===== src/hdl/rppc_pkg.sv =====
// ----------------------------------------------------------------------------
// rppc_pkg: shared types and constants of the relay/precharge controller
// Transaction layouts, register map, state record and fixed timing constants.
// ----------------------------------------------------------------------------
package rppc_pkg;

  // Fixed timing and sizing constants
  localparam int DEBOUNCE_TICKS = 10;
  localparam int HORN_TICKS     = 500;
  localparam int AUX_CELLS      = 4;
  localparam int OVERLAP_TICKS  = 10;

  // Configuration port geometry
  localparam int ADDR_W = 5;
  localparam int DATA_W = 32;

  // Input transaction kinds
  localparam logic OP_TICK = 1'b0;
  localparam logic OP_MSG  = 1'b1;

  // Transmit kinds
  typedef enum logic [1:0] {
    TX_NONE       = 2'd0,
    TX_DISCONNECT = 2'd1,
    TX_BRAKE      = 2'd2,
    TX_TELEMETRY  = 2'd3
  } tx_kind_t;

  // Precharge sequence phase
  typedef enum logic [1:0] {
    PH_IDLE      = 2'd0,
    PH_PRECHARGE = 2'd1,
    PH_OVERLAP   = 2'd2
  } phase_t;

  // Register index (byte address / 4)
  typedef enum logic [2:0] {
    REG_DISCONNECT_ID = 3'd0,
    REG_HORN_ID       = 3'd1,
    REG_TEMP_ID_A     = 3'd2,
    REG_TEMP_ID_B     = 3'd3,
    REG_TEMP_ID_C     = 3'd4,
    REG_TEMP_LEVEL    = 3'd5,
    REG_PRECHARGE     = 3'd6,
    REG_SEND_PERIOD   = 3'd7
  } reg_idx_t;

  // Debounce counter slots
  localparam int DB_ARRAY = 0;
  localparam int DB_MOTOR = 1;
  localparam int DB_BRAKE = 2;

  typedef struct packed {
    logic [10:0] disconnect_cmd_id;
    logic [10:0] horn_cmd_id;
    logic [10:0] temp_msg_id_a;
    logic [10:0] temp_msg_id_b;
    logic [10:0] temp_msg_id_c;
    logic [7:0]  temp_warning_level;
    logic [12:0] precharge_ticks;
    logic [15:0] send_period_ticks;
  } cfg_t;

  typedef struct packed {
    logic        op;
    logic        array_switch;
    logic        motor_sw;
    logic        brake_sw;
    logic        tx_ready;
    logic [10:0] msg_id;
    logic [3:0]  msg_len;
    logic [63:0] msg_data;
    logic [31:0] aux_cells;
    logic [7:0]  dcdc_temp;
  } item_t;

  typedef struct packed {
    logic        array_relay;
    logic        motor_relay;
    logic        precharge_relay;
    logic        horn_drive;
    logic        led_drive;
    tx_kind_t    tx_kind;
    logic [63:0] tx_data;
    logic        tripped;
  } result_t;

  typedef struct packed {
    logic            array_closed;
    logic            motor_closed;
    logic            brake_held;
    logic            battery_safe;
    logic            trip_latch;
    logic            send_pending;
    logic            led_level;
    logic            heartbeat;
    logic [15:0]     period_count;
    logic [2:0][3:0] debounce_count;
    logic [12:0]     precharge_count;
    phase_t          precharge_phase;
    logic [9:0]      horn_count;
  } state_t;

  localparam state_t STATE_RESET = '{
    array_closed:    1'b0,
    motor_closed:    1'b0,
    brake_held:      1'b0,
    battery_safe:    1'b1,
    trip_latch:      1'b0,
    send_pending:    1'b0,
    led_level:       1'b0,
    heartbeat:       1'b0,
    period_count:    16'd0,
    debounce_count:  '0,
    precharge_count: 13'd0,
    precharge_phase: PH_IDLE,
    horn_count:      10'd0
  };

endpackage


===== src/hdl/rppc_ifs.sv =====
// ----------------------------------------------------------------------------
// rppc_ifs: stream channels of the relay/precharge controller
// Input transaction channel and result channel, valid/ready handshake.
// ----------------------------------------------------------------------------
interface rppc_item_if;
  logic        valid;
  logic        ready;
  logic        op;
  logic        array_switch;
  logic        motor_sw;
  logic        brake_sw;
  logic        tx_ready;
  logic [10:0] msg_id;
  logic [3:0]  msg_len;
  logic [63:0] msg_data;
  logic [31:0] aux_cells;
  logic [7:0]  dcdc_temp;

  modport source (
    output valid, op, array_switch, motor_sw, brake_sw, tx_ready,
           msg_id, msg_len, msg_data, aux_cells, dcdc_temp,
    input  ready
  );
  modport sink (
    input  valid, op, array_switch, motor_sw, brake_sw, tx_ready,
           msg_id, msg_len, msg_data, aux_cells, dcdc_temp,
    output ready
  );
endinterface

interface rppc_result_if;
  logic        valid;
  logic        ready;
  logic        array_relay;
  logic        motor_relay;
  logic        precharge_relay;
  logic        horn_drive;
  logic        led_drive;
  logic [1:0]  tx_kind;
  logic [63:0] tx_data;
  logic        tripped;

  modport source (
    output valid, array_relay, motor_relay, precharge_relay, horn_drive,
           led_drive, tx_kind, tx_data, tripped,
    input  ready
  );
  modport sink (
    input  valid, array_relay, motor_relay, precharge_relay, horn_drive,
           led_drive, tx_kind, tx_data, tripped,
    output ready
  );
endinterface


===== src/hdl/rppc_regs.sv =====
// ----------------------------------------------------------------------------
// rppc_regs: configuration register file
// APB-style write/read of the eight controller registers.
// ----------------------------------------------------------------------------
module rppc_regs (
  input  logic                        clk,
  input  logic                        rst,
  input  logic                        psel,
  input  logic                        penable,
  input  logic                        pwrite,
  input  logic [rppc_pkg::ADDR_W-1:0] paddr,
  input  logic [rppc_pkg::DATA_W-1:0] pwdata,
  output logic [rppc_pkg::DATA_W-1:0] prdata,
  output rppc_pkg::cfg_t              cfg
);

  localparam int ADDR_HI = rppc_pkg::ADDR_W - 1;

  rppc_pkg::reg_idx_t idx;
  logic               wr_en;

  assign idx   = rppc_pkg::reg_idx_t'(paddr[ADDR_HI:2]);
  assign wr_en = psel && penable && pwrite;

  // Register writes
  always_ff @(posedge clk) begin
    if (rst) begin
      cfg.disconnect_cmd_id  <= 11'd0;
      cfg.horn_cmd_id        <= 11'd0;
      cfg.temp_msg_id_a      <= 11'd0;
      cfg.temp_msg_id_b      <= 11'd0;
      cfg.temp_msg_id_c      <= 11'd0;
      cfg.temp_warning_level <= 8'd60;
      cfg.precharge_ticks    <= 13'd2000;
      cfg.send_period_ticks  <= 16'd1000;
    end else if (wr_en) begin
      unique case (idx)
        rppc_pkg::REG_DISCONNECT_ID: cfg.disconnect_cmd_id  <= pwdata[10:0];
        rppc_pkg::REG_HORN_ID:       cfg.horn_cmd_id        <= pwdata[10:0];
        rppc_pkg::REG_TEMP_ID_A:     cfg.temp_msg_id_a      <= pwdata[10:0];
        rppc_pkg::REG_TEMP_ID_B:     cfg.temp_msg_id_b      <= pwdata[10:0];
        rppc_pkg::REG_TEMP_ID_C:     cfg.temp_msg_id_c      <= pwdata[10:0];
        rppc_pkg::REG_TEMP_LEVEL:    cfg.temp_warning_level <= pwdata[7:0];
        rppc_pkg::REG_PRECHARGE:     cfg.precharge_ticks    <= pwdata[12:0];
        rppc_pkg::REG_SEND_PERIOD:   cfg.send_period_ticks  <= pwdata[15:0];
        default: ;
      endcase
    end
  end

  // Read mux
  always_comb begin
    unique case (idx)
      rppc_pkg::REG_DISCONNECT_ID: prdata = 32'(cfg.disconnect_cmd_id);
      rppc_pkg::REG_HORN_ID:       prdata = 32'(cfg.horn_cmd_id);
      rppc_pkg::REG_TEMP_ID_A:     prdata = 32'(cfg.temp_msg_id_a);
      rppc_pkg::REG_TEMP_ID_B:     prdata = 32'(cfg.temp_msg_id_b);
      rppc_pkg::REG_TEMP_ID_C:     prdata = 32'(cfg.temp_msg_id_c);
      rppc_pkg::REG_TEMP_LEVEL:    prdata = 32'(cfg.temp_warning_level);
      rppc_pkg::REG_PRECHARGE:     prdata = 32'(cfg.precharge_ticks);
      rppc_pkg::REG_SEND_PERIOD:   prdata = 32'(cfg.send_period_ticks);
      default:                     prdata = '0;
    endcase
  end

endmodule


===== src/hdl/rppc_step.sv =====
// ----------------------------------------------------------------------------
// rppc_step: next-state and result logic for one transaction
// Tick handling (timers, precharge, debounce, telemetry) and message decode.
// ----------------------------------------------------------------------------
module rppc_step #(
  parameter int DEBOUNCE_TICKS = rppc_pkg::DEBOUNCE_TICKS,
  parameter int HORN_TICKS     = rppc_pkg::HORN_TICKS,
  parameter int AUX_CELLS      = rppc_pkg::AUX_CELLS
) (
  input  rppc_pkg::cfg_t    cfg,
  input  rppc_pkg::state_t  st,
  input  rppc_pkg::item_t   item,
  output rppc_pkg::state_t  st_next,
  output rppc_pkg::result_t res
);

  typedef struct packed {
    logic       fire;
    logic [3:0] count;
  } settle_t;

  // One debounce step: count while a change is wanted, fire at the limit
  function automatic settle_t settle(input logic [3:0] count, input logic want);
    settle_t    r;
    logic [3:0] inc;
    inc = count + 4'd1;
    r.fire  = 1'b0;
    r.count = 4'd0;
    if (want) begin
      if (inc >= 4'(DEBOUNCE_TICKS)) begin
        r.fire = 1'b1;
      end else begin
        r.count = inc;
      end
    end
    return r;
  endfunction

  settle_t            db_a;
  settle_t            db_m;
  settle_t            db_b;
  logic [12:0]        pc_inc;
  logic               want_a;
  logic               want_m;
  logic               temp_hot;
  logic               temp_id;
  logic [63:0]        page;
  rppc_pkg::tx_kind_t kind;

  // Temperature check over the valid bytes; lengths above eight cover all
  always_comb begin
    temp_hot = 1'b0;
    for (int i = 0; i < 8; i++) begin
      if (item.msg_len > 4'(i) && item.msg_data[8*i +: 8] >= cfg.temp_warning_level) begin
        temp_hot = 1'b1;
      end
    end
  end

  assign temp_id = (item.msg_id == cfg.temp_msg_id_a) ||
                   (item.msg_id == cfg.temp_msg_id_b) ||
                   (item.msg_id == cfg.temp_msg_id_c);
  assign pc_inc  = st.precharge_count + 13'd1;

  // Main update
  always_comb begin
    st_next = st;
    kind    = rppc_pkg::TX_NONE;
    page    = '0;
    want_a  = 1'b0;
    want_m  = 1'b0;
    db_a    = '0;
    db_m    = '0;
    db_b    = '0;

    if (item.op == rppc_pkg::OP_TICK) begin
      // Telemetry period and LED
      if (st.period_count >= cfg.send_period_ticks) begin
        st_next.period_count = 16'd0;
        st_next.led_level    = !st.led_level;
        st_next.send_pending = 1'b1;
      end else begin
        st_next.period_count = st.period_count + 16'd1;
      end

      // Horn countdown
      if (st.horn_count != 10'd0) begin
        st_next.horn_count = st.horn_count - 10'd1;
      end

      // Precharge sequence
      if (st.precharge_phase == rppc_pkg::PH_PRECHARGE) begin
        if (pc_inc >= cfg.precharge_ticks) begin
          st_next.motor_closed    = 1'b1;
          st_next.precharge_phase = rppc_pkg::PH_OVERLAP;
          st_next.precharge_count = 13'd0;
        end else begin
          st_next.precharge_count = pc_inc;
        end
      end else if (st.precharge_phase != rppc_pkg::PH_IDLE) begin
        if (pc_inc >= 13'(rppc_pkg::OVERLAP_TICKS)) begin
          st_next.precharge_phase = rppc_pkg::PH_IDLE;
          st_next.precharge_count = 13'd0;
        end else begin
          st_next.precharge_count = pc_inc;
        end
      end

      if (!st.trip_latch) begin
        if (st_next.send_pending && item.tx_ready) begin
          // Telemetry page; debouncing holds this tick
          for (int i = 0; i < 4; i++) begin
            if (i < AUX_CELLS) begin
              page[8*i +: 8] = item.aux_cells[8*i +: 8];
            end
          end
          page[39:32] = item.dcdc_temp;
          page[40]    = st_next.array_closed;
          page[48]    = st_next.motor_closed;
          page[56]    = st.heartbeat;
          st_next.heartbeat    = !st.heartbeat;
          st_next.send_pending = 1'b0;
          kind = rppc_pkg::TX_TELEMETRY;
        end else begin
          // Array switch
          want_a = (item.array_switch && !st.array_closed && st.battery_safe) ||
                   (!item.array_switch && st.array_closed);
          db_a = settle(st.debounce_count[rppc_pkg::DB_ARRAY], want_a);
          st_next.debounce_count[rppc_pkg::DB_ARRAY] = db_a.count;
          if (db_a.fire) begin
            st_next.array_closed = item.array_switch;
          end

          // Motor switch, ignored while the sequence runs
          if (st_next.precharge_phase == rppc_pkg::PH_IDLE) begin
            want_m = item.motor_sw != st_next.motor_closed;
            db_m = settle(st.debounce_count[rppc_pkg::DB_MOTOR], want_m);
            st_next.debounce_count[rppc_pkg::DB_MOTOR] = db_m.count;
            if (db_m.fire) begin
              if (item.motor_sw) begin
                st_next.precharge_phase = rppc_pkg::PH_PRECHARGE;
                st_next.precharge_count = 13'd0;
              end else begin
                st_next.motor_closed = 1'b0;
              end
            end
          end

          // Brake switch
          db_b = settle(st.debounce_count[rppc_pkg::DB_BRAKE],
                        item.brake_sw != st.brake_held);
          st_next.debounce_count[rppc_pkg::DB_BRAKE] = db_b.count;
          if (db_b.fire) begin
            st_next.brake_held = item.brake_sw;
            kind = rppc_pkg::TX_BRAKE;
          end
        end
      end
    end else if (!st.trip_latch) begin
      // Message decode: disconnect, then horn, then temperature
      if (item.msg_id == cfg.disconnect_cmd_id) begin
        st_next.array_closed = 1'b0;
        st_next.trip_latch   = 1'b1;
        kind = rppc_pkg::TX_DISCONNECT;
      end else if (item.msg_id == cfg.horn_cmd_id) begin
        st_next.horn_count = 10'(HORN_TICKS);
      end else if (temp_id) begin
        if (temp_hot) begin
          st_next.battery_safe = 1'b0;
          st_next.array_closed = 1'b0;
        end else if (!st.array_closed && item.array_switch) begin
          st_next.battery_safe = 1'b1;
          st_next.array_closed = 1'b1;
        end
      end
    end
  end

  // Result drive levels after the update
  always_comb begin
    res.array_relay     = st_next.array_closed;
    res.motor_relay     = st_next.motor_closed;
    res.precharge_relay = st_next.precharge_phase != rppc_pkg::PH_IDLE;
    res.horn_drive      = st_next.horn_count != 10'd0;
    res.led_drive       = st_next.led_level;
    res.tx_kind         = kind;
    res.tx_data         = page;
    res.tripped         = st_next.trip_latch;
  end

endmodule


===== src/hdl/rppc_core.sv =====
// ----------------------------------------------------------------------------
// rppc_core: input register, controller state and result register
// Two-register pipeline; state advances when the input stage moves forward.
// ----------------------------------------------------------------------------
module rppc_core #(
  parameter int DEBOUNCE_TICKS = rppc_pkg::DEBOUNCE_TICKS,
  parameter int HORN_TICKS     = rppc_pkg::HORN_TICKS,
  parameter int AUX_CELLS      = rppc_pkg::AUX_CELLS
) (
  input  logic              clk,
  input  logic              rst,
  input  rppc_pkg::cfg_t    cfg,
  input  logic              in_valid,
  output logic              in_ready,
  input  rppc_pkg::item_t   in_item,
  output logic              out_valid,
  input  logic              out_ready,
  output rppc_pkg::result_t out_res
);

  logic              stg_valid;
  rppc_pkg::item_t   stg_item;
  rppc_pkg::state_t  st;
  rppc_pkg::state_t  st_next;
  rppc_pkg::result_t res_next;
  logic              advance;

  // Input stage moves when the result register is free or being drained
  assign advance  = stg_valid && (!out_valid || out_ready);
  assign in_ready = !stg_valid || advance;

  rppc_step #(
    .DEBOUNCE_TICKS (DEBOUNCE_TICKS),
    .HORN_TICKS     (HORN_TICKS),
    .AUX_CELLS      (AUX_CELLS)
  ) u_step (
    .cfg     (cfg),
    .st      (st),
    .item    (stg_item),
    .st_next (st_next),
    .res     (res_next)
  );

  // Control and state
  always_ff @(posedge clk) begin
    if (rst) begin
      stg_valid <= 1'b0;
      out_valid <= 1'b0;
      st        <= rppc_pkg::STATE_RESET;
    end else begin
      if (in_ready) begin
        stg_valid <= in_valid;
      end
      if (advance) begin
        st        <= st_next;
        out_valid <= 1'b1;
      end else if (out_ready) begin
        out_valid <= 1'b0;
      end
    end
  end

  // Payload registers
  always_ff @(posedge clk) begin
    if (in_valid && in_ready) begin
      stg_item <= in_item;
    end
    if (advance) begin
      out_res <= res_next;
    end
  end

endmodule


===== src/hdl/relay_precharge_power_controller_top.sv =====
// ----------------------------------------------------------------------------
// relay_precharge_power_controller_top: array/motor relay and precharge control
// Top level with stream channels and the APB-style configuration port.
// ----------------------------------------------------------------------------
// Usage:
//   item   - input channel; each transaction is a 1 ms tick (op 0) or a
//            received bus message (op 1) together with switch levels,
//            transmit-ready flag and telemetry readings.
//   result - one transaction per input: relay drives, horn, LED, the message
//            to transmit (tx_kind/tx_data) and the trip latch.
//   APB    - eight registers at byte address 4*index; write only while idle.
// Path: an input that is taken is held in the input register; its result is
//   then registered in the result register, from which it can be taken.
// Throughput: one transaction per clock while result is taken; the single-pass
//   update between the input register and the result register sets this figure.
// Stall: when result is not taken, the result register holds, the input
//   register fills, and item.ready drops until the result drains.
// Reset (rst, synchronous): pipeline empty, relays open, battery marked safe,
//   timers cleared, registers at their default values.
// ----------------------------------------------------------------------------
module relay_precharge_power_controller_top #(
  parameter int DEBOUNCE_TICKS = rppc_pkg::DEBOUNCE_TICKS,
  parameter int HORN_TICKS     = rppc_pkg::HORN_TICKS,
  parameter int AUX_CELLS      = rppc_pkg::AUX_CELLS
) (
  input  logic                        clk,
  input  logic                        rst,
  rppc_item_if.sink                   item,
  rppc_result_if.source               result,
  input  logic                        psel,
  input  logic                        penable,
  input  logic                        pwrite,
  input  logic [rppc_pkg::ADDR_W-1:0] paddr,
  input  logic [rppc_pkg::DATA_W-1:0] pwdata,
  output logic [rppc_pkg::DATA_W-1:0] prdata,
  output logic                        pready
);

  rppc_pkg::cfg_t    cfg;
  rppc_pkg::item_t   in_item;
  rppc_pkg::result_t out_res;

  assign pready = 1'b1;

  // Gather the input channel into one record
  always_comb begin
    in_item.op           = item.op;
    in_item.array_switch = item.array_switch;
    in_item.motor_sw     = item.motor_sw;
    in_item.brake_sw     = item.brake_sw;
    in_item.tx_ready     = item.tx_ready;
    in_item.msg_id       = item.msg_id;
    in_item.msg_len      = item.msg_len;
    in_item.msg_data     = item.msg_data;
    in_item.aux_cells    = item.aux_cells;
    in_item.dcdc_temp    = item.dcdc_temp;
  end

  rppc_regs u_regs (
    .clk     (clk),
    .rst     (rst),
    .psel    (psel),
    .penable (penable),
    .pwrite  (pwrite),
    .paddr   (paddr),
    .pwdata  (pwdata),
    .prdata  (prdata),
    .cfg     (cfg)
  );

  rppc_core #(
    .DEBOUNCE_TICKS (DEBOUNCE_TICKS),
    .HORN_TICKS     (HORN_TICKS),
    .AUX_CELLS      (AUX_CELLS)
  ) u_core (
    .clk       (clk),
    .rst       (rst),
    .cfg       (cfg),
    .in_valid  (item.valid),
    .in_ready  (item.ready),
    .in_item   (in_item),
    .out_valid (result.valid),
    .out_ready (result.ready),
    .out_res   (out_res)
  );

  // Spread the result record onto the output channel
  assign result.array_relay     = out_res.array_relay;
  assign result.motor_relay     = out_res.motor_relay;
  assign result.precharge_relay = out_res.precharge_relay;
  assign result.horn_drive      = out_res.horn_drive;
  assign result.led_drive       = out_res.led_drive;
  assign result.tx_kind         = out_res.tx_kind;
  assign result.tx_data         = out_res.tx_data;
  assign result.tripped         = out_res.tripped;

`ifndef SYNTHESIS
  // A latched trip keeps the array open
  a_trip_array_open: assert property (@(posedge clk) disable iff (rst)
    result.valid && result.tripped |-> !result.array_relay)
    else $error("array relay closed while tripped");

  // Only a telemetry transaction carries a page
  a_page_only_telemetry: assert property (@(posedge clk) disable iff (rst)
    result.valid && (result.tx_kind != rppc_pkg::TX_TELEMETRY) |-> result.tx_data == 64'd0)
    else $error("tx_data nonzero outside telemetry");

  // A tripped controller sends no brake or telemetry messages
  a_trip_no_traffic: assert property (@(posedge clk) disable iff (rst)
    result.valid && result.tripped |->
      (result.tx_kind != rppc_pkg::TX_BRAKE) && (result.tx_kind != rppc_pkg::TX_TELEMETRY))
    else $error("message sent while tripped");
`endif

endmodule

===== src/flat_wrapper.sv =====
// flat-port wrapper written by rule: the top's interface ports become plain ports
module relay_precharge_power_controller_top_flat 
#(
  parameter int DEBOUNCE_TICKS = rppc_pkg::DEBOUNCE_TICKS,
  parameter int HORN_TICKS     = rppc_pkg::HORN_TICKS,
  parameter int AUX_CELLS      = rppc_pkg::AUX_CELLS
)
  (clk, rst, psel, penable, pwrite, paddr, pwdata, prdata, pready, item_valid, item_op, item_array_switch, item_motor_sw, item_brake_sw, item_tx_ready, item_msg_id, item_msg_len, item_msg_data, item_aux_cells, item_dcdc_temp, item_ready, result_valid, result_array_relay, result_motor_relay, result_precharge_relay, result_horn_drive, result_led_drive, result_tx_kind, result_tx_data, result_tripped, result_ready);
  rppc_item_if item_i ();
  rppc_result_if result_i ();
  input  logic clk;
  input  logic rst;
  input  logic psel;
  input  logic penable;
  input  logic pwrite;
  input  logic [rppc_pkg::ADDR_W-1:0] paddr;
  input  logic [rppc_pkg::DATA_W-1:0] pwdata;
  output logic [rppc_pkg::DATA_W-1:0] prdata;
  output logic pready;
  input wire logic [$bits(item_i.valid)-1:0] item_valid;
  input wire logic [$bits(item_i.op)-1:0] item_op;
  input wire logic [$bits(item_i.array_switch)-1:0] item_array_switch;
  input wire logic [$bits(item_i.motor_sw)-1:0] item_motor_sw;
  input wire logic [$bits(item_i.brake_sw)-1:0] item_brake_sw;
  input wire logic [$bits(item_i.tx_ready)-1:0] item_tx_ready;
  input wire logic [$bits(item_i.msg_id)-1:0] item_msg_id;
  input wire logic [$bits(item_i.msg_len)-1:0] item_msg_len;
  input wire logic [$bits(item_i.msg_data)-1:0] item_msg_data;
  input wire logic [$bits(item_i.aux_cells)-1:0] item_aux_cells;
  input wire logic [$bits(item_i.dcdc_temp)-1:0] item_dcdc_temp;
  output wire logic [$bits(item_i.ready)-1:0] item_ready;
  output wire logic [$bits(result_i.valid)-1:0] result_valid;
  output wire logic [$bits(result_i.array_relay)-1:0] result_array_relay;
  output wire logic [$bits(result_i.motor_relay)-1:0] result_motor_relay;
  output wire logic [$bits(result_i.precharge_relay)-1:0] result_precharge_relay;
  output wire logic [$bits(result_i.horn_drive)-1:0] result_horn_drive;
  output wire logic [$bits(result_i.led_drive)-1:0] result_led_drive;
  output wire logic [$bits(result_i.tx_kind)-1:0] result_tx_kind;
  output wire logic [$bits(result_i.tx_data)-1:0] result_tx_data;
  output wire logic [$bits(result_i.tripped)-1:0] result_tripped;
  input wire logic [$bits(result_i.ready)-1:0] result_ready;
  assign item_i.valid = item_valid;
  assign item_i.op = item_op;
  assign item_i.array_switch = item_array_switch;
  assign item_i.motor_sw = item_motor_sw;
  assign item_i.brake_sw = item_brake_sw;
  assign item_i.tx_ready = item_tx_ready;
  assign item_i.msg_id = item_msg_id;
  assign item_i.msg_len = item_msg_len;
  assign item_i.msg_data = item_msg_data;
  assign item_i.aux_cells = item_aux_cells;
  assign item_i.dcdc_temp = item_dcdc_temp;
  assign item_ready = item_i.ready;
  assign result_valid = result_i.valid;
  assign result_array_relay = result_i.array_relay;
  assign result_motor_relay = result_i.motor_relay;
  assign result_precharge_relay = result_i.precharge_relay;
  assign result_horn_drive = result_i.horn_drive;
  assign result_led_drive = result_i.led_drive;
  assign result_tx_kind = result_i.tx_kind;
  assign result_tx_data = result_i.tx_data;
  assign result_tripped = result_i.tripped;
  assign result_i.ready = result_ready;
  relay_precharge_power_controller_top #(.DEBOUNCE_TICKS(DEBOUNCE_TICKS), .HORN_TICKS(HORN_TICKS), .AUX_CELLS(AUX_CELLS)) u_core (.clk(clk), .rst(rst), .item(item_i), .result(result_i), .psel(psel), .penable(penable), .pwrite(pwrite), .paddr(paddr), .pwdata(pwdata), .prdata(prdata), .pready(pready));
endmodule

===== config.mk =====
export PLATFORM = sky130hd
export DESIGN_NAME = relay_precharge_power_controller_top_flat
export DESIGN_NICKNAME = d
export VERILOG_FILES = /design/src/hdl/rppc_pkg.sv /design/src/hdl/rppc_ifs.sv /design/src/hdl/rppc_regs.sv /design/src/hdl/rppc_step.sv /design/src/hdl/rppc_core.sv /design/src/hdl/relay_precharge_power_controller_top.sv /design/src/flat_wrapper.sv
export SDC_FILE = /design/constraint.sdc
export NUM_CORES = 1
export LEC_CHECK = 0
export ABC_CLOCK_PERIOD_IN_PS = 8500
export BUFFER_PORTS_ARGS = -buffer_cell sky130_fd_sc_hd__buf_2
export CORE_ASPECT_RATIO = 1.5
export CORE_MARGIN = 4
export CORE_UTILIZATION = 45
export DETAILED_ROUTE_END_ITERATION = 6
export PLACE_DENSITY_LB_ADDON = 0.25
export SYNTH_ARGS = -nofsm -noshare
export SYNTH_HDL_FRONTEND = slang
export SYNTH_SLANG_ARGS = --single-unit

===== constraint.sdc =====
create_clock -name clk -period 8.5 [get_ports clk]
set_clock_uncertainty 0.1 [all_clocks]
set_input_delay 1.275 -clock clk [delete_from_list [all_inputs] [get_ports clk]]
set_output_delay 1.275 -clock clk [all_outputs]
set_load 0.05 [all_outputs]

==> results.tsv, run 1 <==
metric	value	unit
status	complete, no violations	
post-synth top area share	32.0	%
Peak VDD IR	0.190	mV
Placer Congestion	0.910	
total number of H-tree levels	2	
slowest stage cell, crit path	a22oi_1	
crit-path max FO	7	
post-route minimum period	5.14	ns
sequential-to-total area share from yosys stat	50.9	%
total congestion overflow	0	
layout cell share with drive strength beyond 1	17.6	%
root buffer cell	clkbuf_16	
fin. max-slew vios	0	
Mapped Avg Cell Area	10.2	sq um
die area	39700	sq um
P per Cell Area	190	nW/um^2
RSZ-0062 raised after global routing	no	
Hold Path Class	flip-flop to flip-flop	
Slew HR	33.5	%
Initial Util	45.7	%
Via-to-Cell Ratio	5.42	
Netlist cell types	83	
Worst R2R Path Depth	17	
Synth Instances	1605	
setup_tns	0	ns
Mapped Area	16400	sq um
# DRC	0	
Vias	12500	
initial antenna violation count	5	
Routed WL	42700	um
Core Rows	85	
Hold Vio Cnt, Final	0	
f_max	0.194	GHz
setup violators final	0	
Worst Slack Setup Final	3.36	ns
Reg area	8360	sq um
final period utilization	60.5	%
slowest cell delay on critical path	0.58	ns
Post-synth top cells	edfxtp_1 (175), nand2_1 (162), dfxtp_1 (155), nor2_1 (142), ha_1 (101)	
CP Launch Type	flip-flop	
Die W	164	um
top-count cell post-synth	edfxtp_1	
DR pass1 iterations	5	
PortBufs	218	
vias in the first global route	12700	
Core Footprint	35900	sq um
Vert. Die Dim	242	um
clock-pin slew on the worst setup and hold paths	0.06	ns
DP Worst Slack	3.47	ns
area occupied by multi-input gates	7350	sq um
max_cap viols	0	
Final nets	2063	
CTS sink cnt	330	
Fillers	3302	
actual slew at the worst max-slew pin	0.997	ns
CTS tree	built	
CP dominant cell by count	ha_1	
I/O pins	275	
DRT iter0 DRCs	980	
# resized after CTS	0	
asr flop ratio synth	0	%
largest net degree at the start of global routing	79	
Post-CTS Hold Buffers	0	
drt wl/cell	18.6	um
Num CTS Buffers	34	
arrival time worst endpoint	5.43	ns
CP Class	flip-flop to flip-flop	
first-pass GRT wire length	67700	um
post-route ant nets	0	
Post-synth EDFFs	175	
Clock Latency Late Sink	0.53	ns
synth top area cells	edfxtp_1 (32%), dfxtp_1 (19%), ha_1 (7.7%)	
ys flop type	edfxtp_1	
GRT Util Overall	21.4	%
DP Wirelength	30900	um
CP Capture Type	flip-flop	
Hold Path Depth	2	
#FFs+latches synth	330	
Required @ worst endpoint	8.78	ns
Clock Path Buffers	3	
Leakage	7.58	nW
Area Overhead vs Synth	14.9	%
Synth Warn #	0	
largest area contributor in the netlist	edfxtp_1	
CP Cell Sequence	ha_1, nand3_1, xnor2_1, ha_1, a21o_1, a21oi_1, o211ai_1, o2111ai_1, a211oi_2, or2_2, a21o_1, ha_1, or2b_1, nor2_1, nand4bb_1, a22oi_1, o21ai_0	
Post-CTS Setup Inserts	0	
==> placed cells by master, fill, tap and decap left out, drive strengths merged, types with 38 or more instances in the layout <==
master  netlist  final
o21ai        52     52
a21oi        98     98
ha          101    101
dfxtp       155    155
xor2         42     42
mux2i        54     54
clkbuf       65     43
inv          74     77
nand2       162    162
conb          2     38
nor2        142    142
buf          50    232
xnor2        43     43
and2         49     49
edfxtp      175    175
==> worst max-delay path, delay by kind of cell, from the launching register on <==
family	cells	cell delay, ns
and+or+nand+nor	5	1.14
xor gates and xnor gates	1	0.46
AOI/OAI and AO/OA	8	1.80
DFF	1	0.47
adders and majority gates	3	1.01
==> per-stage QoR <==
step	hold WS, ns	power [W]	cells	area (sq um)	utilization [%]
6_report	0.371	0.00358	2302	18900	52.5
5_1_grt	0.390	0.00372	2298	18900	52.5
4_1_cts	0.372	0.00362	2298	18900	52.5
3_5_place_dp	0.361	0.00214	2236	17800	49.5
3_3_place_gp	0.352	0.00213	2236	17800	49.5
2_1_floorplan	0.344	0.00204	1641	16600	-
==> layout make-up <==
class / count / area share, %
diodes: 4 / 0.0530
clock buffers: 43 / 4.85
clock inverters: 19 / 0.921
inverters: 76 / 1.51
multi-input cells: 1120 / 38.9
flip-flops and latches: 330 / 44.3
well taps: 478 / 3.17
repair buffers: 232 / 6.35
==> flip-flops by register name, indices dropped and copies added, names as in the netlist <==
| name | cells |
|---|---|
| u_core.u_core.out_res | 51 |
| u_core.u_core.out_valid | 1 |
| u_core.u_core.st | 61 |
| u_core.u_core.stg_valid | 1 |
| u_core.u_core.stg_item | 124 |
| u_core.u_regs.cfg | 92 |
==> cells by family after synthesis <==
group | after synthesis | synth area share (%)
buffers and inverters | 191 | 5.39
DFF | 330 | 50.9
and+or+nand+nor | 532 | 15.7
AOI/OAI and AO/OA | 307 | 12.3
other | 2 | 0.0457
muxes | 57 | 3.56
adders and majority gates | 101 | 7.69
xor gates and xnor gates | 85 | 4.53
==> worst paths after layout <==
| kind | to | slack (ns) | from |
|---|---|---|---|
| max reg2reg | u_core.u_core.st[21] | 3.36 | u_core.u_core.st[12] |
| min reg2reg | u_core.u_core.st[28] | 0.37 | u_core.u_core.st[28] |
| max | u_core.u_core.st[21] | 3.36 | u_core.u_core.st[12] |
| min | u_core.u_core.st[28] | 0.37 | u_core.u_core.st[28] |
==> power by group <==
part | internal, W | switching (W) | total [W]
registers | 0.00173 | 0.0000322 | 0.00177
logic | 0.000102 | 0.000238 | 0.000340
clock network | 0.000837 | 0.000638 | 0.00147
total | 0.00267 | 0.000908 | 0.00358
==> per-layer routing <==
layer	global-route usage [%]	vias up	part of all wire [%]
li1	-	6044	-
met1	25.4	5851	38
met2	36.9	452	50
met3	3.97	115	6.5
met4	10.3	4	4.9
met5	0	-	0.037
No activity file was read; power rests on OpenSTA's default activity.
==> run 2, diff against run 1 <==
--- a/config.mk
+++ b/config.mk
@@ -5,7 +5,7 @@
 export SDC_FILE = /design/constraint.sdc
 export NUM_CORES = 1
 export LEC_CHECK = 0
-export ABC_CLOCK_PERIOD_IN_PS = 8500
+export ABC_CLOCK_PERIOD_IN_PS = 4300
 export BUFFER_PORTS_ARGS = -buffer_cell sky130_fd_sc_hd__buf_2
 export CORE_ASPECT_RATIO = 1.5
 export CORE_MARGIN = 4
==> constraint.sdc (replaced) <==
create_clock -name clk -period 4.3 [get_ports clk]
set_clock_uncertainty 0.1 [all_clocks]
set_input_delay 0.645 -clock clk [delete_from_list [all_inputs] [get_ports clk]]
set_output_delay 0.645 -clock clk [all_outputs]
set_load 0.05 [all_outputs]
==> results.tsv, run 2 (same netlist as run 1, synthesis figures left out) <==
metric	value	unit
status	complete, no violations	
total number of H-tree levels	2	
min-delay src	item_dcdc_temp[2]	
Int Power	0.00543	W
setup violators final	0	
Comb power frac	9.4	%
most common cell after layout, fill and taps aside	buf_2	
Num CTS Buffers	34	
gr busiest metal	met2	
PortBufs	218	
clock-pin slew on the worst setup and hold paths	0.07	ns
post-route ant nets	0	
max FFs per register	124	
max_cap viols	0	
vias in the first global route	12500	
final period utilization	95.9	%
CTS tree	built	
crit-path max FO	6	
GRT Util Overall	21.6	%
Core Rows	85	
Required @ worst endpoint	4.63	ns
Most flops, register	u_core.u_core.stg_item	
I/O pins	275	
first-pass GRT wire length	68000	um
met3 usage	3.59	%
most frequent cells in the layout	buf_2 (217), edfxtp_1 (175), nand2_1 (162)	
CP Class	flip-flop to flip-flop	
Via-to-Cell Ratio	5.38	
Critical Path Source	u_core.u_core.st[16]	
post-route minimum period	4.12	ns
setup_tns	0	ns
Regs by FF count	u_core.u_core.stg_item (124), u_core.u_regs.cfg (92), u_core.u_core.st (61)	
arrival time worst endpoint	4.45	ns
Hold Vio Cnt, Final	0	
drt wl/cell	18.7	um
Vias	12500	
clock share of power	42.4	%
CTS sink cnt	330	
RSZ-0062 raised after global routing	no	
die area	39700	sq um
fin area	19300	sq um
CP Launch Type	flip-flop	
Flop pwr share	48.1	%
Final nets	2095	
Net Sw Frac	25.1	%
total congestion overflow	0	
Clock Latency Late Sink	0.54	ns
Initial Util	45.7	%
CP Capture Type	flip-flop	
actual slew at the worst max-slew pin	0.996	ns
Slew HR	33.0	%
grt met1 use	25.6	%
Area Overhead vs Synth	17.2	%
Peak VDD IR	0.323	mV
Leakage	7.77	nW
Hold Path Class	input pin to flip-flop	
root buffer cell	clkbuf_16	
Die W	164	um
P per Cell Area	376	nW/um^2
Vert. Die Dim	242	um
routing usage on met2	37.9	%
initial antenna violation count	4	
Core Footprint	35900	sq um
Clock Path Buffers	3	
layout cell share with drive strength beyond 1	19.6	%
largest net degree at the start of global routing	80	
Power Total	0.00725	W
fin. max-slew vios	0	
DP Wirelength	31600	um
Placer Congestion	0.908	
DRT iter0 DRCs	714	
worst r2r src	u_core.u_core.st[16]	
# DRC	0	
Routed WL	43500	um
f_max	0.243	GHz
DR pass1 iterations	5	
dpl cell area	18000	sq um
NetSw	0.00182	W
Post-CTS Setup Inserts	0	
[run 2: area by class of cell]
cell class	instances	area, sq um
Fill cell	3277	16700
Antenna cell	2	5.00
Multi-Input combinational cell	1120	7410
Timing Repair Buffer	264	1450
Inverter	76	285
Sequential cell	330	8360
Clock inverter	22	278
Clock buffer	39	880
Tap cell	478	598
[run 2: timing repair]
| item | in CTS | in global routing |
|---|---|---|
| gates resized for setup | 0 | 16 |
| setup endpoints to repair | 0 | 16 |
| endpoints found under the hold margin | 0 | 0 |
| hold buffers | 0 | 0 |
[run 2: worst paths after layout]
kind	to	slack, ns	depth (start not counted)
max	u_core.u_core.st[18]	0.18	15
min reg2reg	u_core.u_core.st[28]	0.37	2
max reg2reg	u_core.u_core.st[18]	0.18	15
min	u_core.u_core.stg_item[2]	0.18	1
[run 2: power by group through the flow]
| stage | sequential, W | combinational (W) | clock, W |
|---|---|---|---|
| 2_1_floorplan | 0.00359 | 0.000449 | 0 |
| 3_3_place_gp | 0.00355 | 0.000670 | 0 |
| 6_report | 0.00349 | 0.000684 | 0.00308 |
| 5_1_grt | 0.00350 | 0.000744 | 0.00328 |
| 3_5_place_dp | 0.00356 | 0.000682 | 0 |
| 4_1_cts | 0.00349 | 0.000685 | 0.00315 |
[run 2: per-stage QoR]
stage          std cells  hold WS (ns)  worst slack, ns  utilization, %
2_1_floorplan       1641         0.344           0.0822               -
3_3_place_gp        2268         0.354            0.106            50.2
3_5_place_dp        2268         0.363           0.0567            50.2
4_1_cts             2329         0.154           0.0295            53.4
5_1_grt             2330         0.151          0.00762            53.6
6_report            2331         0.181            0.176            53.6
[run 2: worst max-delay path: stages, from the launching register on]
cell and delay (ns):
dfxtp_1 0.47, and4_4 0.27, nand4_1 0.12, and2_1 0.19, or2_2 0.29, ha_1 0.32
a31oi_2 0.19, a211oi_2 0.12, or2_2 0.34, a21o_1 0.20, ha_1 0.29, or2b_1 0.25
nor2_1 0.13, nand4bb_1 0.22, a22o_4 0.32, a21o_2 0.21
[run 2: per-layer routing]
metal	vias up	share of wire, %
li1	6109	-
met1	5912	39
met2	383	50
met3	126	5.3
met4	4	5.2
met5	-	0.062
==> run 3, diff against run 2 <==
--- a/config.mk
+++ b/config.mk
@@ -7,7 +7,6 @@
 export LEC_CHECK = 0
 export ABC_CLOCK_PERIOD_IN_PS = 4300
 export BUFFER_PORTS_ARGS = -buffer_cell sky130_fd_sc_hd__buf_2
-export CORE_ASPECT_RATIO = 1.5
 export CORE_MARGIN = 4
 export CORE_UTILIZATION = 45
 export DETAILED_ROUTE_END_ITERATION = 6
==> results.tsv, run 3 (same netlist as run 1, synthesis figures left out) <==
metric	value	unit
status	complete, no violations	
most frequent cells in the layout	buf_2 (217), edfxtp_1 (175), nand2_1 (162)	
Vias	12600	
Peak VDD IR	0.494	mV
P per Cell Area	379	nW/um^2
fin. max-slew vios	0	
Hold Vio Cnt, Final	0	
largest net degree at the start of global routing	80	
Ant. Diodes	0	
Core Rows	69	
# DRC	0	
final period utilization	94.5	%
Final nets	2103	
DRT iter0 DRCs	932	
CTS sink cnt	330	
PortBufs	218	
Vert. Die Dim	199	um
CP top delay family	compound AO/OA/AOI/OAI gates	
Reg area	8360	sq um
area occupied by multi-input gates	7450	sq um
Required @ worst endpoint	4.63	ns
CP Buf/Inv Count	2	
most common cell after layout, fill and taps aside	buf_2	
arrival time worst endpoint	4.40	ns
post-route minimum period	4.06	ns
Hold Path Class	input pin to flip-flop	
DP Wirelength	31200	um
post-route ant nets	0	
vias in the first global route	12500	
layout cell share with drive strength beyond 1	20.0	%
total congestion overflow	0	
first-pass GRT wire length	67400	um
I/O pins	275	
slowest stage cell, crit path	ha_1	
CP Capture Type	flip-flop	
CP Class	flip-flop to flip-flop	
Clock Latency Late Sink	0.56	ns
Core Footprint	35800	sq um
crit-path max FO	4	
Routed WL	43100	um
GRT Util Overall	21.4	%
dpl cell area	18000	sq um
initial antenna violation count	1	
clock-pin slew on the worst setup and hold paths	0.06	ns
Via-to-Cell Ratio	5.43	
die area	39600	sq um
drt wl/cell	18.6	um
root buffer cell	clkbuf_16	
max_cap viols	0	
Fillers	3178	
CP Cell Sequence	ha_4, buf_4, xor2_1, ha_1, a21o_1, a31oi_4, nor2_1, o2111ai_2, a211oi_2, or2_4, a21o_1, ha_4, or2b_1, nor2_1, nand4bb_1, buf_4, nor3b_1, a32o_1	
CTS tree	built	
Leakage	7.82	nW
Area Overhead vs Synth	17.8	%
max FFs per register	124	
Most flops, register	u_core.u_core.stg_item	
f_max	0.246	GHz
slowest cell delay on critical path	0.35	ns
fin area	19400	sq um
RSZ-0062 raised after global routing	no	
CP Launch Type	flip-flop	
Num CTS Buffers	39	
Initial Util	45.9	%
Regs by FF count	u_core.u_core.stg_item (124), u_core.u_regs.cfg (92), u_core.u_core.st (61)	
setup violators final	0	
Clock Path Buffers	3	
Placer Congestion	0.942	
total number of H-tree levels	2	
Die W	199	um
DR pass1 iterations	5	
final hold slack	0.159	ns
actual slew at the worst max-slew pin	0.880	ns
Slew HR	41.3	%
-- run 3: changes by cell type in the layout (fill, tap and decap cells not counted), moves of 3 or more --
cell / previous run / this run
clkbuf_1: 4 / 9
clkbuf_16: 34 / 39
buf_4: 46 / 49
bufinv_16: 5 / 2
clkinvlp_4: 4 / 1
-- run 3: per-layer routing --
| metal | share of wire, % | GRT usage [%] | wire, um | up-vias |
|---|---|---|---|---|
| li1 | - | - | - | 6123 |
| met4 | 3.1 | 7.09 | 1340 | 2 |
| met5 | 0.030 | 0 | 13 | - |
| met3 | 6.7 | 5.13 | 2870 | 83 |
| met1 | 45 | 29.4 | 19200 | 6008 |
| met2 | 46 | 33.6 | 19700 | 406 |
-- run 3: worst paths after layout --
check	end	slack [ns]	cells past startpoint	from
setup / recovery	u_core.u_core.st[14]	0.24	18	u_core.u_core.st[12]
hold / removal	u_core.u_core.stg_item[64]	0.16	1	item_msg_data[24]
setup reg to reg	u_core.u_core.st[14]	0.24	18	u_core.u_core.st[12]
hold reg to reg	u_core.u_regs.cfg[14]	0.37	2	u_core.u_regs.cfg[14]
-- run 3: cell type report --
| type | instances | share of cell area, % |
|---|---|---|
| clock buffers | 51 | 5.43 |
| inverters | 76 | 1.47 |
| multi-input cells | 1120 | 38.5 |
| repair buffers | 267 | 7.61 |
| flip-flops and latches | 330 | 43.2 |
| well taps | 461 | 2.98 |
| clock inverters | 18 | 0.808 |
-- run 3: power breakdown --
| group | switching [W] | internal, W |
|---|---|---|
| registers | 0.0000633 | 0.00343 |
| clock network | 0.00132 | 0.00185 |
| logic | 0.000479 | 0.000210 |
-- run 3: timing repair --
action                                  in CTS  in global routing
endpoints found under the setup margin       7                 16
pin swaps                                    0                 10
resized for setup                            2                 19
endpoints found under the hold margin        0                  0
gates cloned                                 0                  0
hold buffers                                 0                  0
buffers inserted                             0                  1
-- run 3: worst reg2reg max path: stages (launching register included) --
cell and delay (ns):
dfxtp_2 0.33, ha_4 0.17, buf_4 0.14, xor2_1 0.15, ha_1 0.35, a21o_1 0.20
a31oi_4 0.18, nor2_1 0.09, o2111ai_2 0.24, a211oi_2 0.12, or2_4 0.27, a21o_1 0.19
ha_4 0.27, or2b_1 0.23, nor2_1 0.11, nand4bb_1 0.23, buf_4 0.23, nor3b_1 0.13
a32o_1 0.22
-- run 3: stage by stage --
stage	total power [W]	TNS [ns]	setup WS [ns]	instances	util [%]
3_3_place_gp	0.00423	0	0.0270	2253	50.4
3_5_place_dp	0.00425	-0.00210	-0.00210	2253	50.4
4_1_cts	0.00741	0	0.0102	2322	53.8
2_1_floorplan	0.00404	0	0.0822	1641	-
6_report	0.00734	0	0.235	2323	54.0
5_1_grt	0.00763	0	0.0477	2323	54.0
